--- config.mk ---
export PLATFORM = sky130hd
export DESIGN_NAME = rpa_ctrl
export DESIGN_NICKNAME = d
export VERILOG_FILES = /design/src/rtl/core/rpa_pkg.sv /design/src/rtl/core/rpa_ctrl.sv
export SDC_FILE = /design/constraint.sdc
export NUM_CORES = 1
export LEC_CHECK = 0
export BUFFER_PORTS_ARGS = -buffer_cell sky130_fd_sc_hd__buf_4
export CAP_MARGIN = 30
export CORE_AREA = 8 8 45 47
export DETAILED_ROUTE_END_ITERATION = 6
export DIE_AREA = 0 0 53 55
export PLACE_DENSITY = 0.71
export RECOVER_POWER = 50
export SETUP_SLACK_MARGIN = 0.5
export SLEW_MARGIN = 30
export SYNTH_ARGS = -nofsm -noshare
export SYNTH_HDL_FRONTEND = slang
export SYNTH_SLANG_ARGS = --single-unit
--- constraint.sdc ---
create_clock -name clk -period 1.4 [get_ports clk]
set_input_delay 0.28 -clock clk [delete_from_list [all_inputs] [get_ports clk]]
set_output_delay 0.28 -clock clk [all_outputs]
set_load 0.05 [all_outputs]
--- src/rtl/core/rpa_pkg.sv ---
`timescale 1ns / 1ps

package rpa_pkg;

    // Request codes.
    localparam logic [2:0] ACT_ALLOC  = 3'd0;
    localparam logic [2:0] ACT_FREE   = 3'd1;
    localparam logic [2:0] ACT_ADDREF = 3'd2;
    localparam logic [2:0] ACT_SALLOC = 3'd3;
    localparam logic [2:0] ACT_SFREE  = 3'd4;

    // Status codes.
    localparam logic [2:0] ST_OK    = 3'd0;
    localparam logic [2:0] ST_NONE  = 3'd1;
    localparam logic [2:0] ST_BAD   = 3'd2;
    localparam logic [2:0] ST_UNREF = 3'd3;
    localparam logic [2:0] ST_OVF   = 3'd4;

    localparam logic [15:0] REF_MAX     = 16'hFFFF;
    localparam logic [5:0]  BATCH_MAX   = 6'd32;
    localparam logic [5:0]  BATCH_RESET = 6'd32;
    localparam logic [1:0]  ADDR_BATCH  = 2'd0;

    typedef enum logic [3:0] {
        S_CLEAR,
        S_IDLE,
        S_DISPATCH,
        S_POP,
        S_FREE,
        S_ADDREF,
        S_SCAN,
        S_WALK
    } state_t;

    typedef enum logic [4:0] {
        OP_NOP,
        OP_CLR,
        OP_LATCH,
        OP_POP_RD,
        OP_POP,
        OP_REF_RD,
        OP_FREE,
        OP_ADDREF,
        OP_SCAN_START,
        OP_SCAN_NEXT,
        OP_STEAL_START,
        OP_WALK,
        OP_STEAL_END,
        OP_SUP_ALLOC,
        OP_SUP_FREE,
        OP_SUP_ADDREF,
        OP_BAD,
        OP_NOFREE
    } op_t;

    typedef struct packed {
        op_t op;
    } cmd_t;

    typedef struct packed {
        logic [2:0] act;
        logic       own_nz;
        logic       pn_small;
        logic       sup_hit;
        logic       scan_nz;
        logic       scan_end;
        logic       walk_last;
        logic       clr_last;
    } stat_t;

endpackage

--- src/rtl/core/rpa_ctrl.sv ---
`timescale 1ns / 1ps

module rpa_ctrl (
    input  logic           clk,
    input  logic           rst_n,
    input  logic           start,
    input  rpa_pkg::stat_t stat,
    output rpa_pkg::cmd_t  cmd,
    output logic           busy
);
    import rpa_pkg::*;

    state_t state_reg;
    state_t state_next;

    // State register; the page memories are swept right after reset.
    always_ff @(posedge clk or negedge rst_n)
    begin
        if (!rst_n)
        begin
            state_reg <= S_CLEAR;
        end
        else
        begin
            state_reg <= state_next;
        end
    end

    // Next state.
    always_comb
    begin
        state_next = state_reg;
        unique case (state_reg)
            S_CLEAR:
            begin
                if (stat.clr_last)
                begin
                    state_next = S_IDLE;
                end
            end
            S_IDLE:
            begin
                if (start)
                begin
                    state_next = S_DISPATCH;
                end
            end
            S_DISPATCH:
            begin
                unique case (stat.act)
                    ACT_ALLOC:  state_next = stat.own_nz ? S_POP : S_SCAN;
                    ACT_FREE:   state_next = stat.pn_small ? S_FREE : S_IDLE;
                    ACT_ADDREF: state_next = stat.pn_small ? S_ADDREF : S_IDLE;
                    default:    state_next = S_IDLE;
                endcase
            end
            S_SCAN:
            begin
                if (stat.scan_end)
                begin
                    state_next = S_IDLE;
                end
                else if (stat.scan_nz)
                begin
                    state_next = S_WALK;
                end
            end
            S_WALK:
            begin
                if (stat.walk_last)
                begin
                    state_next = S_IDLE;
                end
            end
            S_POP, S_FREE, S_ADDREF:
            begin
                state_next = S_IDLE;
            end
            default:
            begin
                state_next = S_IDLE;
            end
        endcase
    end

    // Commands to the datapath.
    always_comb
    begin
        cmd.op = OP_NOP;
        unique case (state_reg)
            S_CLEAR:
            begin
                cmd.op = OP_CLR;
            end
            S_IDLE:
            begin
                if (start)
                begin
                    cmd.op = OP_LATCH;
                end
            end
            S_DISPATCH:
            begin
                unique case (stat.act)
                    ACT_ALLOC:  cmd.op = stat.own_nz ? OP_POP_RD : OP_SCAN_START;
                    ACT_FREE:   cmd.op = stat.pn_small ? OP_REF_RD : OP_BAD;
                    ACT_ADDREF:
                    begin
                        if (stat.pn_small)
                        begin
                            cmd.op = OP_REF_RD;
                        end
                        else
                        begin
                            cmd.op = stat.sup_hit ? OP_SUP_ADDREF : OP_BAD;
                        end
                    end
                    ACT_SALLOC: cmd.op = OP_SUP_ALLOC;
                    ACT_SFREE:  cmd.op = stat.sup_hit ? OP_SUP_FREE : OP_BAD;
                    default:    cmd.op = OP_BAD;
                endcase
            end
            S_POP:
            begin
                cmd.op = OP_POP;
            end
            S_FREE:
            begin
                cmd.op = OP_FREE;
            end
            S_ADDREF:
            begin
                cmd.op = OP_ADDREF;
            end
            S_SCAN:
            begin
                if (stat.scan_end)
                begin
                    cmd.op = OP_NOFREE;
                end
                else if (stat.scan_nz)
                begin
                    cmd.op = OP_STEAL_START;
                end
                else
                begin
                    cmd.op = OP_SCAN_NEXT;
                end
            end
            S_WALK:
            begin
                cmd.op = stat.walk_last ? OP_STEAL_END : OP_WALK;
            end
            default:
            begin
                cmd.op = OP_NOP;
            end
        endcase
    end

    assign busy = (state_reg != S_IDLE);

endmodule

==> results of run 1 <==
routing by layer:
metal,GRT usage,part of all wire
met1,0.191,0.40
met2,0.303,0.56
met3,0.0160,0.031
met4,0.0474,0.0058
met5,0,0
metrics by stage:
stage | std cells | util
2_1_floorplan | 75 | -
3_3_place_gp | 130 | 0.694
3_5_place_dp | 130 | 0.694
4_1_cts | 139 | 0.803
5_1_grt | 143 | 0.846
6_report | 143 | 0.846
cell usage after synthesis, types with 2 or more instances:
cell type	n	area, sq um
a31oi_1	5	31.3
buf_2	2	10.0
buf_4	3	22.5
dfrtp_1	3	75.1
inv_1	5	18.8
nand2_1	5	18.8
nand2b_1	2	12.5
nor2_1	3	11.3
nor2b_1	2	12.5
nor3b_1	5	37.5
nor4_1	2	12.5
o211ai_1	4	30.0
o21ai_0	4	20.0
timing repair:
| action | 4_1_cts | 5_1_grt |
|---|---|---|
| setup endpoints to repair | 9 | 9 |
| hold buffers | 1 | 0 |
| pin swaps | 14 | 6 |
| setup buffers | 4 | 4 |
| endpoints found under the hold margin | 3 | 0 |
| gates resized for setup | 24 | 6 |
area by class of cell:
type | instances | area, sq um
clock buffers | 4 | 26.3
multi-input cells | 60 | 578
fillers | 75 | 213
well taps | 16 | 20.0
flip-flops and latches | 3 | 78.8
repair buffers | 54 | 445
inverters | 6 | 22.5
final timing paths:
path,depth (start not counted),to,startpoint,slack (ps)
setup / recovery,5,cmd[1],state_reg[0],-500
setup reg to reg,4,state_reg[0],state_reg[0],-90
hold / removal,2,state_reg[0],rst_n,400
max in group asynchronous,2,state_reg[2],rst_n,820
hold reg to reg,3,state_reg[2],state_reg[1],940
min in group clk,3,state_reg[1],stat[0],440
power groups by stage:
stage               combinational, mW  sequential, mW  clock (mW)
floorplan                       0.771           0.152           0
global placement                 1.12           0.186           0
detailed placement               1.14           0.189           0
CTS                              1.37           0.193       0.156
global route                     1.57           0.203       0.161
finish                           1.50           0.200       0.157
logic make-up (layout without fill, tap and decap cells):
kind of cell,Yosys count,count (layout),synth area share
and+or+nand+nor,30,30,0.362
AOI/OAI and AO/OA,29,29,0.379
muxes,1,1,0.0191
DFF,3,3,0.128
buffers and inverters,12,64,0.113
==> impl_summary.log, run 1 <==
[metrics] run status: finished, violations left
[metrics] failing checks: negative setup slack
[metrics] final instance area: 1170 sq um
[metrics] CP top delay family: flip-flops
[metrics] worst setup slack before clock tree synthesis: -275 ps
[metrics] largest net degree at the start of global routing: 11
[metrics] period utilization: 1.36
[metrics] arrival time at the worst endpoint: between 1500 and 2000 ps
[metrics] max-cap violations: 0
[metrics] initial core utilization: 0.425
[metrics] max-slew violations: 0
[metrics] Die Span Y: about 55 um
[metrics] measured slew at the worst slew-check pin: 389 ps
[metrics] sequential cell area fraction in the yosys report: 0.128
[metrics] ordered cell list for the critical path: nor3b_1 -> o21ai_0 -> buf_4 -> o221ai_4 -> buf_6
[metrics] Routed Antenna Nets: 0
[metrics] standard cell core area: 1380 sq um
[metrics] final weighted congestion in routability-driven placement: 0.834
[metrics] number of CTS-inserted buffers: 3
[metrics] Root Buffer Master: clkbuf_4
[metrics] Via density: 5.94
[metrics] Slew Limit Headroom: 0.740
[metrics] global-route wire length before repair: 3650 um
[metrics] internal power of the cells: 0.941 mW
[metrics] Primary FF master, synth: dfrtp_1
[metrics] asr flop ratio synth: 1.00
[metrics] startpoint types: flip-flop
[metrics] gate count of the mapped netlist: 75
[metrics] post-synthesis register bit count: 3
[metrics] area added between synthesis and finish: 99.1%
[metrics] pwr/cell area: 1590 nW/um^2
[metrics] average wire per standard cell: 19.3 um
[metrics] minimum period implied by the final worst setup slack: 1900 ps
[metrics] Netlist Area Pre-Place: 588 sq um
[metrics] final number of setup-violating endpoints: 7
[metrics] antenna violations before repair: 0
[metrics] number of flops mapped to enable cells by yosys: 0
[metrics] die outline area: 2920 sq um
[metrics] worst ir drop on vdd: about 1.6 mV
[metrics] kind of capture point of the worst setup path: output port
[metrics] data required time at the worst endpoint: 1120 ps
[metrics] DRT Wirelength: 2770 um
[metrics] Detailed Routing Iterations Pass 1: 4
[metrics] worst hold slack after final layout: 399 ps
[metrics] number of antenna repair diodes: 0
[metrics] power share of the combinational group: 0.808
[metrics] via count of the routed design: 850
[metrics] fraction of final layout cells with drive strength greater than 1: 0.622
[metrics] share of power burned in the clock network: 0.084
[metrics] endpoints failing hold: 0
[metrics] Die W: 53 um
[metrics] Post-Synthesis Mean Instance Area: 7.84 sq um
[metrics] number of placement rows: 14
[metrics] Final Worst Setup Slack: -502 ps
[metrics] Port-buffer cells: 18
[metrics] GRT Residual Overflow: 0
[metrics] total routing resource utilization after global routing: 0.163
[metrics] number of flip-flops under the largest register name: 3
[metrics] Fmax achieved: 526 MHz
[metrics] Top Ports: 19
[metrics] Setup Crit Path Kind: reg -> out
[metrics] distinct cell type count after synthesis: 43
[metrics] switching part of the total: 0.494
[metrics] fraction of power consumed by sequential logic: 0.107
[metrics] post-detailed-placement half-perimeter wirelength: around 1600 um
[metrics] total nets after synthesis: 88
[metrics] total design power: 1.86 mW
[metrics] CTS tree: done
[metrics] final setup TNS: -1960 ps
[metrics] critical path fanouts, max: 8
[metrics] leading cell type in the layout, fill and taps excluded: buf_4
[metrics] Worst Clk Skew: 3.35 ps
[metrics] slowest cell on the critical path: dfrtp_2
[metrics] Clock Sinks: 3
[metrics] largest stage delay on the critical path: 480 ps
[metrics] number of nets in the final layout: 141
[metrics] buffer levels on the longest clock path: 2
[metrics] number of design rule violations left after detail routing: 0
[metrics] area of placed instances: 961 sq um
[metrics] count of synthesis-stage warnings from yosys: 0
[metrics] clock slew seen by the registers of the worst setup and hold paths: 40 ps
[metrics] unrepaired setup endpoints after global routing: true
[metrics] Crit path buffers/inverters: 2
[metrics] total number of H-tree levels: 1
[metrics] insertion delay to the later sink of the worst-skew pair: 230 ps
[metrics] initial drt markers: 27
[metrics] vias in the first global route: approximately 840
[metrics] cell leakage power: about 0.48 nW
[metrics] hold crit path type: in -> async
[metrics] most frequent cells in the layout: buf_4 (41), buf_6 (11), inv_1 (5)
[metrics] switching power of the nets: 0.918 mW
Power figures use the tool's default switching activity.
==> run 2, diff against run 1 <==
--- a/config.mk
+++ b/config.mk
@@ -7,10 +7,9 @@
 export LEC_CHECK = 0
 export BUFFER_PORTS_ARGS = -buffer_cell sky130_fd_sc_hd__buf_4
 export CAP_MARGIN = 30
-export CORE_AREA = 8 8 45 47
+export CORE_MARGIN = 8
+export CORE_UTILIZATION = 35
 export DETAILED_ROUTE_END_ITERATION = 6
-export DIE_AREA = 0 0 53 55
-export PLACE_DENSITY = 0.71
 export RECOVER_POWER = 50
 export SETUP_SLACK_MARGIN = 0.5
 export SLEW_MARGIN = 30
==> run 2 against run 1 <==
The run still ends with negative setup slack left. Die area up 11%. Sequential share of layout area down 0.14 points. Combinational power up 9%. Critical path depth up 2. Setup slack better by 140 ps. Routed wire length down 17%. Critical endpoint is now state_reg[0]. Largest power group unchanged.
==> impl_summary.log, run 2 (synthesis results as in run 1) <==
[metrics] run status: finished, violations left (unchanged)
[metrics] failing checks: negative setup slack (unchanged)
[metrics] vias in the first global route: 811 (was 836)
[metrics] worst ir drop on vdd: 1.62 mV (was 1.58 mV)
[metrics] buffer levels on the longest clock path: 2 (unchanged)
[metrics] Placed Instances: 135 (was 130)
[metrics] hold crit path type: in -> async (unchanged)
[metrics] ordered cell list for the critical path: buf_6 -> buf_4 -> buf_6 -> buf_6 -> or4_1 -> o211ai_1 -> a221oi_2 (was nor3b_1 -> o21ai_0 -> buf_4 -> o221ai_4 -> buf_6)
[metrics] number of CTS-inserted buffers: 3 (unchanged)
[metrics] leading cell type in the layout, fill and taps excluded: buf_4 (unchanged)
[metrics] Final Core Density: 0.724 (was 0.846)
[metrics] Via density: 5.50 (was 5.94)
[metrics] Fmax achieved: 566 MHz (was 526 MHz)
[metrics] total design power: 1.98 mW (was 1.86 mW)
[metrics] CTS tree: done (unchanged)
[metrics] Worst Clk Skew: 2.19 ps (was 3.35 ps)
[metrics] power share of the combinational group: 0.824 (was 0.808)
[metrics] number of antenna repair diodes: 0 (unchanged)
[metrics] standard cell core area: 1650 sq um (was 1380 sq um)
[metrics] Final Worst Setup Slack: -366 ps (was -502 ps)
[metrics] post-detailed-placement half-perimeter wirelength: 1570 um (was 1580 um)
[metrics] fraction of power consumed by sequential logic: 0.096 (was 0.107)
[metrics] internal power of the cells: 1.06 mW (was 0.941 mW)
[metrics] max-slew violations: 0 (unchanged)
[metrics] most frequent cells in the layout: buf_4 (46), buf_6 (9) (was buf_4 (41), buf_6 (11), inv_1 (5))
[metrics] die outline area: 3250 sq um (was 2920 sq um)
[metrics] Post-Layout Cell Count: 149 (was 143)
[metrics] arrival time at the worst endpoint: 1870 ps (was 1620 ps)
[metrics] most frequent CP cell: buf_6
[metrics] final setup TNS: -2490 ps (was -1960 ps)
[metrics] insertion delay to the later sink of the worst-skew pair: 240 ps (was 230 ps)
[metrics] switching part of the total: 0.464 (was 0.494)
[metrics] DRT Wirelength: 2290 um (was 2770 um)
[metrics] number of nets in the final layout: 146 (was 141)
[metrics] average wire per standard cell: 15.4 um (was 19.3 um)
[metrics] startpoint types: flip-flop (unchanged)
[metrics] number of placement rows: 15 (was 14)
[metrics] largest net degree at the start of global routing: 12 (was 11)
[metrics] kind of capture point of the worst setup path: flip-flop (was output port)
[metrics] Detailed Routing Iterations Pass 1: 4 (unchanged)
[metrics] via count of the routed design: 820 (was 850)
[metrics] final weighted congestion in routability-driven placement: 0.804 (was 0.834)
[metrics] largest stage delay on the critical path: 460 ps (was 480 ps)
[metrics] period utilization: 1.26 (was 1.36)
[metrics] final number of setup-violating endpoints: 8 (was 7)
[metrics] Slew Limit Headroom: 0.803 (was 0.740)
[metrics] initial drt markers: 13 (was 27)
[metrics] worst hold slack after final layout: 381 ps (was 399 ps)
[metrics] fraction of final layout cells with drive strength greater than 1: 0.629 (was 0.622)
[metrics] max-cap violations: 0 (unchanged)
[metrics] data required time at the worst endpoint: 1500 ps (was 1120 ps)
[metrics] share of power burned in the clock network: 0.080 (was 0.084)
[metrics] Root Buffer Master: clkbuf_4 (unchanged)
[metrics] number of design rule violations left after detail routing: 0 (unchanged)
[metrics] endpoints failing hold: 0 (unchanged)
[metrics] Port-buffer cells: 18 (unchanged)
[metrics] cell leakage power: 0.504 nW (was 0.482 nW)
[metrics] slowest cell on the critical path: dfrtp_2 (unchanged)
[metrics] initial core utilization: 0.356 (was 0.425)
[metrics] final instance area: 1200 sq um (was 1170 sq um)
[metrics] unrepaired setup endpoints after global routing: true (unchanged)
[metrics] Die Span Y: 57.0 um (was 55 um)
[metrics] Die W: 57.0 um (was 53 um)
[metrics] GRT Residual Overflow: 0 (unchanged)
[metrics] critical path fanouts, max: 6 (was 8)
[metrics] clock slew seen by the registers of the worst setup and hold paths: 40 ps (about the same)
[metrics] pwr/cell area: 1650 nW/um^2 (was 1590 nW/um^2)
[metrics] antenna violations before repair: 0 (unchanged)
[metrics] Setup Crit Path Kind: reg -> reg (was reg -> out)
[metrics] global-route wire length before repair: 3590 um (was 3650 um)
[metrics] measured slew at the worst slew-check pin: 294 ps (was 389 ps)
[metrics] total routing resource utilization after global routing: 0.130 (was 0.163)
[metrics] Top Ports: 19 (unchanged)
[metrics] Clock Sinks: 3 (unchanged)
[metrics] minimum period implied by the final worst setup slack: 1770 ps (was 1900 ps)
[metrics] area of placed instances: 992 sq um (was 961 sq um)
[metrics] total number of H-tree levels: 1 (unchanged)
[metrics] number of flip-flops under the largest register name: 3 (unchanged)
[metrics] area added between synthesis and finish: 103% (was 99.1%)
[metrics] worst setup slack before clock tree synthesis: -265 ps (was -275 ps)
[metrics] Routed Antenna Nets: 0 (unchanged)
[metrics] switching power of the nets: 0.918 mW (about the same)
run 2: cell count changes in the layout (fill, tap and decap cells not counted), sizes merged:
| cell | before | now |
|---|---|---|
| buf | 52 | 57 |
run 2: final cells by class:
class	count	area, sq um
flip-flops and latches	3	78.8
inverters	6	25.0
clock buffers	4	26.3
well taps	17	21.3
multi-input cells	60	554
fillers	128	455
repair buffers	59	490
run 2: what timing repair did:
item                       in CTS  in global routing
resized for setup              17                 14
setup endpoints to repair       9                  9
hold buffers                    1                  0
hold endpoints to repair        3                  0
pin swaps                       5                  7
setup buffers                   4                  5
run 2: final timing paths:
kind,start,end,slack [ps],cells past startpoint
max,state_reg[0],state_reg[0],-370,7
min,rst_n,state_reg[2],380,2
max reg2reg,state_reg[0],state_reg[0],-370,7
min reg2reg,state_reg[1],state_reg[1],890,4
max in group asynchronous,rst_n,state_reg[0],850,2
min in group clk,stat[0],state_reg[1],410,3
run 2: metal layers:
metal / GRT usage / share of wire / up-vias
li1: - / - / 415
met1: 0.167 / 0.47 / 384
met2: 0.209 / 0.47 / 17
met3: 0.0355 / 0.042 / 4
met4: 0.0302 / 0.019 / 0
met5: 0 / 0 / -
run 2: worst max-delay path: cells and delay by family, from the launching register on:
family / cells / cell delay (ps)
compound gates: 2 / 250
buf+inv: 4 / 510
flops: 1 / 460
simple gates: 1 / 410
run 2: power by group through the flow:
| stage | clock [mW] | sequential (mW) | combinational (mW) |
|---|---|---|---|
| final | 0.159 | 0.189 | 1.63 |
| after floorplan | 0 | 0.152 | 0.771 |
| after global routing | 0.169 | 0.195 | 1.71 |
| after global placement | 0 | 0.191 | 1.16 |
| after CTS | 0.161 | 0.182 | 1.37 |
| after detailed placement | 0 | 0.190 | 1.17 |
==> run 3, diff against run 2 <==
--- a/config.mk
+++ b/config.mk
@@ -8,9 +8,9 @@
 export BUFFER_PORTS_ARGS = -buffer_cell sky130_fd_sc_hd__buf_4
 export CAP_MARGIN = 30
 export CORE_MARGIN = 8
-export CORE_UTILIZATION = 35
+export CORE_UTILIZATION = 45
 export DETAILED_ROUTE_END_ITERATION = 6
-export RECOVER_POWER = 50
+export PLACE_DENSITY = 0.72
 export SETUP_SLACK_MARGIN = 0.5
 export SLEW_MARGIN = 30
 export SYNTH_ARGS = -nofsm -noshare
==> run 3 against run 2 <==
The flow still finishes with violations (negative setup slack). First-iteration DRC count grew to 3.2 times the previous value. Final area shrank 4.4%. Cell count down 6.0%. Sequential power grew 6%. Hold slack worse by 4.9 ps. Total power decreased by 5.3%. Critical path type is now reg -> out. Critical endpoint is now cmd[0]. Highest routed layer unchanged.
==> impl_summary.log, run 3 (synthesis results as in run 1) <==
[metrics] largest net degree at the start of global routing: 11 (was 12)
[metrics] final weighted congestion in routability-driven placement: 0.783 (was 0.804)
[metrics] Reg2Reg Launch Point: state_reg[0] (unchanged)
[metrics] Die Span Y: 52.2 um (was 57.0 um)
[metrics] fraction of power consumed by sequential logic: 0.107 (was 0.096)
[metrics] Port-buffer cells: 18 (unchanged)
[metrics] terminus of the critical flop-to-flop path: state_reg[0] (unchanged)
[metrics] r2r worst-path depth: 5 (was 7)
[metrics] fraction of final layout cells with drive strength greater than 1: 0.616 (was 0.629)
[metrics] fill cell total of the finished layout: 54 (was 128)
[metrics] Fmax achieved: 539 MHz (was 566 MHz)
[metrics] clock slew seen by the registers of the worst setup and hold paths: 40 ps (about the same)
[metrics] Top Ports: 19 (unchanged)
[metrics] Clock Sinks: 3 (unchanged)
[metrics] switching power of the nets: 0.938 mW (was 0.918 mW)
[metrics] via count of the routed design: 924 (was 820)
[metrics] hold crit path type: in -> async (unchanged)
[metrics] number of flip-flops under the largest register name: 3 (unchanged)
[metrics] worst setup slack before clock tree synthesis: -268 ps (was -265 ps)
[metrics] minimum period implied by the final worst setup slack: 1860 ps (was 1770 ps)
[metrics] most frequent cells in the layout: buf_4 (42), buf_6 (8), nand2_1 (5) (was buf_4 (46), buf_6 (9))
[metrics] initial drt markers: 41 (was 13)
[metrics] leading cell type in the layout, fill and taps excluded: buf_4 (unchanged)
[metrics] vias in the first global route: 991 (was 811)
[metrics] global-route wire length before repair: 4720 um (was 3590 um)
[metrics] area of placed instances: 972 sq um (was 992 sq um)
[metrics] buffer levels on the longest clock path: 2 (unchanged)
[metrics] startpoint types: flip-flop (unchanged)
[metrics] period utilization: 1.33 (was 1.26)
[metrics] die outline area: 2720 sq um (was 3250 sq um)
[metrics] cell leakage power: 0.482 nW (was 0.504 nW)
[metrics] worst ir drop on vdd: 1.52 mV (was 1.62 mV)
[metrics] Die W: 52.2 um (was 57.0 um)
[metrics] post-detailed-placement half-perimeter wirelength: 1630 um (was 1570 um)
[metrics] total number of H-tree levels: 1 (unchanged)
[metrics] run status: finished, violations left (unchanged)
[metrics] failing checks: negative setup slack (unchanged)
[metrics] internal power of the cells: 0.937 mW (was 1.06 mW)
[metrics] antenna violations before repair: 0 (unchanged)
[metrics] initial core utilization: 0.470 (was 0.356)
[metrics] final instance area: 1140 sq um (was 1200 sq um)
[metrics] FF-to-FF setup slack: -190 ps (was -370 ps)
[metrics] CTS tree: done (unchanged)
[metrics] share of power burned in the clock network: 0.085 (was 0.080)
[metrics] final setup TNS: -2260 ps (was -2490 ps)
[metrics] number of antenna repair diodes: 0 (unchanged)
[metrics] GRT Residual Overflow: 0 (unchanged)
[metrics] Root Buffer Master: clkbuf_4 (unchanged)
[metrics] Via density: 6.60 (was 5.50)
[metrics] power share of the combinational group: 0.808 (was 0.824)
[metrics] insertion delay to the later sink of the worst-skew pair: 240 ps (about the same)
[metrics] Routed Antenna Nets: 0 (unchanged)
[metrics] number of nets in the final layout: 139 (was 146)
[metrics] average wire per standard cell: 21.9 um (was 15.4 um)
[metrics] arrival time at the worst endpoint: 1580 ps (was 1870 ps)
[metrics] number of placement rows: 13 (was 15)
[metrics] DRT Wirelength: 3060 um (was 2290 um)
[metrics] final number of setup-violating endpoints: 8 (unchanged)
[metrics] total routing resource utilization after global routing: 0.226 (was 0.130)
[metrics] max-cap violations: 0 (unchanged)
[metrics] total design power: 1.87 mW (was 1.98 mW)
[metrics] switching part of the total: 0.500 (was 0.464)
[metrics] Worst Clk Skew: 1.34 ps (was 2.19 ps)
[metrics] measured slew at the worst slew-check pin: 418 ps (was 294 ps)
[metrics] Detailed Routing Iterations Pass 1: 4 (unchanged)
[metrics] Final Worst Setup Slack: -455 ps (was -366 ps)
[metrics] area added between synthesis and finish: 94.5% (was 103%)
[metrics] pwr/cell area: 1640 nW/um^2 (was 1650 nW/um^2)
[metrics] unrepaired setup endpoints after global routing: true (unchanged)
[metrics] number of CTS-inserted buffers: 3 (unchanged)
[metrics] kind of capture point of the worst setup path: output port (was flip-flop)
[metrics] data required time at the worst endpoint: 1120 ps (was 1500 ps)
[metrics] Setup Crit Path Kind: reg -> out (was reg -> reg)
[metrics] number of design rule violations left after detail routing: 0 (unchanged)
[metrics] max-slew violations: 0 (unchanged)
[metrics] endpoints failing hold: 0 (unchanged)
[metrics] critical path fanouts, max: 4 (was 6)
[metrics] standard cell core area: 1250 sq um (was 1650 sq um)
[metrics] Slew Limit Headroom: 0.719 (was 0.803)
run 3: cell count changes in the layout (fill, tap and decap cells not counted), sizes merged:
cell	change
clkbuf	-1
buf	-6
run 3: per-layer routing:
layer	GRT usage	vias to the layer above	wire, um
met5	0	-	0
met4	0.155	0	123
met3	0.0684	22	282
met2	0.394	71	1540
met1	0.224	432	1120
li1	-	399	-
run 3: final cells by class:
cell class                 instances  area, sq um  area share
clock buffer                       4         26.3      0.0230
inverter                           6         25.0      0.0219
multi-input combinational         60          559       0.489
sequential                         3         78.8      0.0689
tap                               15         18.8      0.0164
timing repair buffer              52          435       0.381
run 3: worst max path at each step:
stage              to  cells after the start          from
6_report       cmd[0]                      4  state_reg[2]
5_1_grt        cmd[0]                      4  state_reg[2]
4_1_cts        cmd[0]                      4  state_reg[2]
3_5_place_dp   cmd[1]                      4  state_reg[0]
3_3_place_gp   cmd[2]                      4  state_reg[0]
2_1_floorplan  cmd[0]                      4  state_reg[0]
run 3: worst max-delay path, cell delays in order, from the launching register on:
cell,delay (ps)
dfrtp_2,460
nor4b_4,330
o211ai_1,170
o211ai_1,140
buf_4,240
run 3: timing repair:
action | CTS | global route
endpoints found under the setup margin | 9 | 9
hold buffers | 1 | 0
endpoints found under the hold margin | 3 | 0
setup buffers | 5 | 1
pin swaps | 5 | 3
resized for setup | 23 | 5
run 3: power by group through the flow:
stage	clock network (mW)	logic [mW]	registers (mW)
global route	0.171	1.57	0.205
detailed placement	0	1.15	0.195
finish	0.159	1.51	0.201
floorplan	0	0.771	0.152
CTS	0.158	1.36	0.189
global placement	0	1.13	0.195
run 3: through the flow:
stage	instances	utilization	hold slack (ps)
2_1_floorplan	75	-	-15.6
3_3_place_gp	129	0.776	67.7
3_5_place_dp	129	0.776	71.2
4_1_cts	139	0.884	363
5_1_grt	140	0.913	379
6_report	140	0.913	377
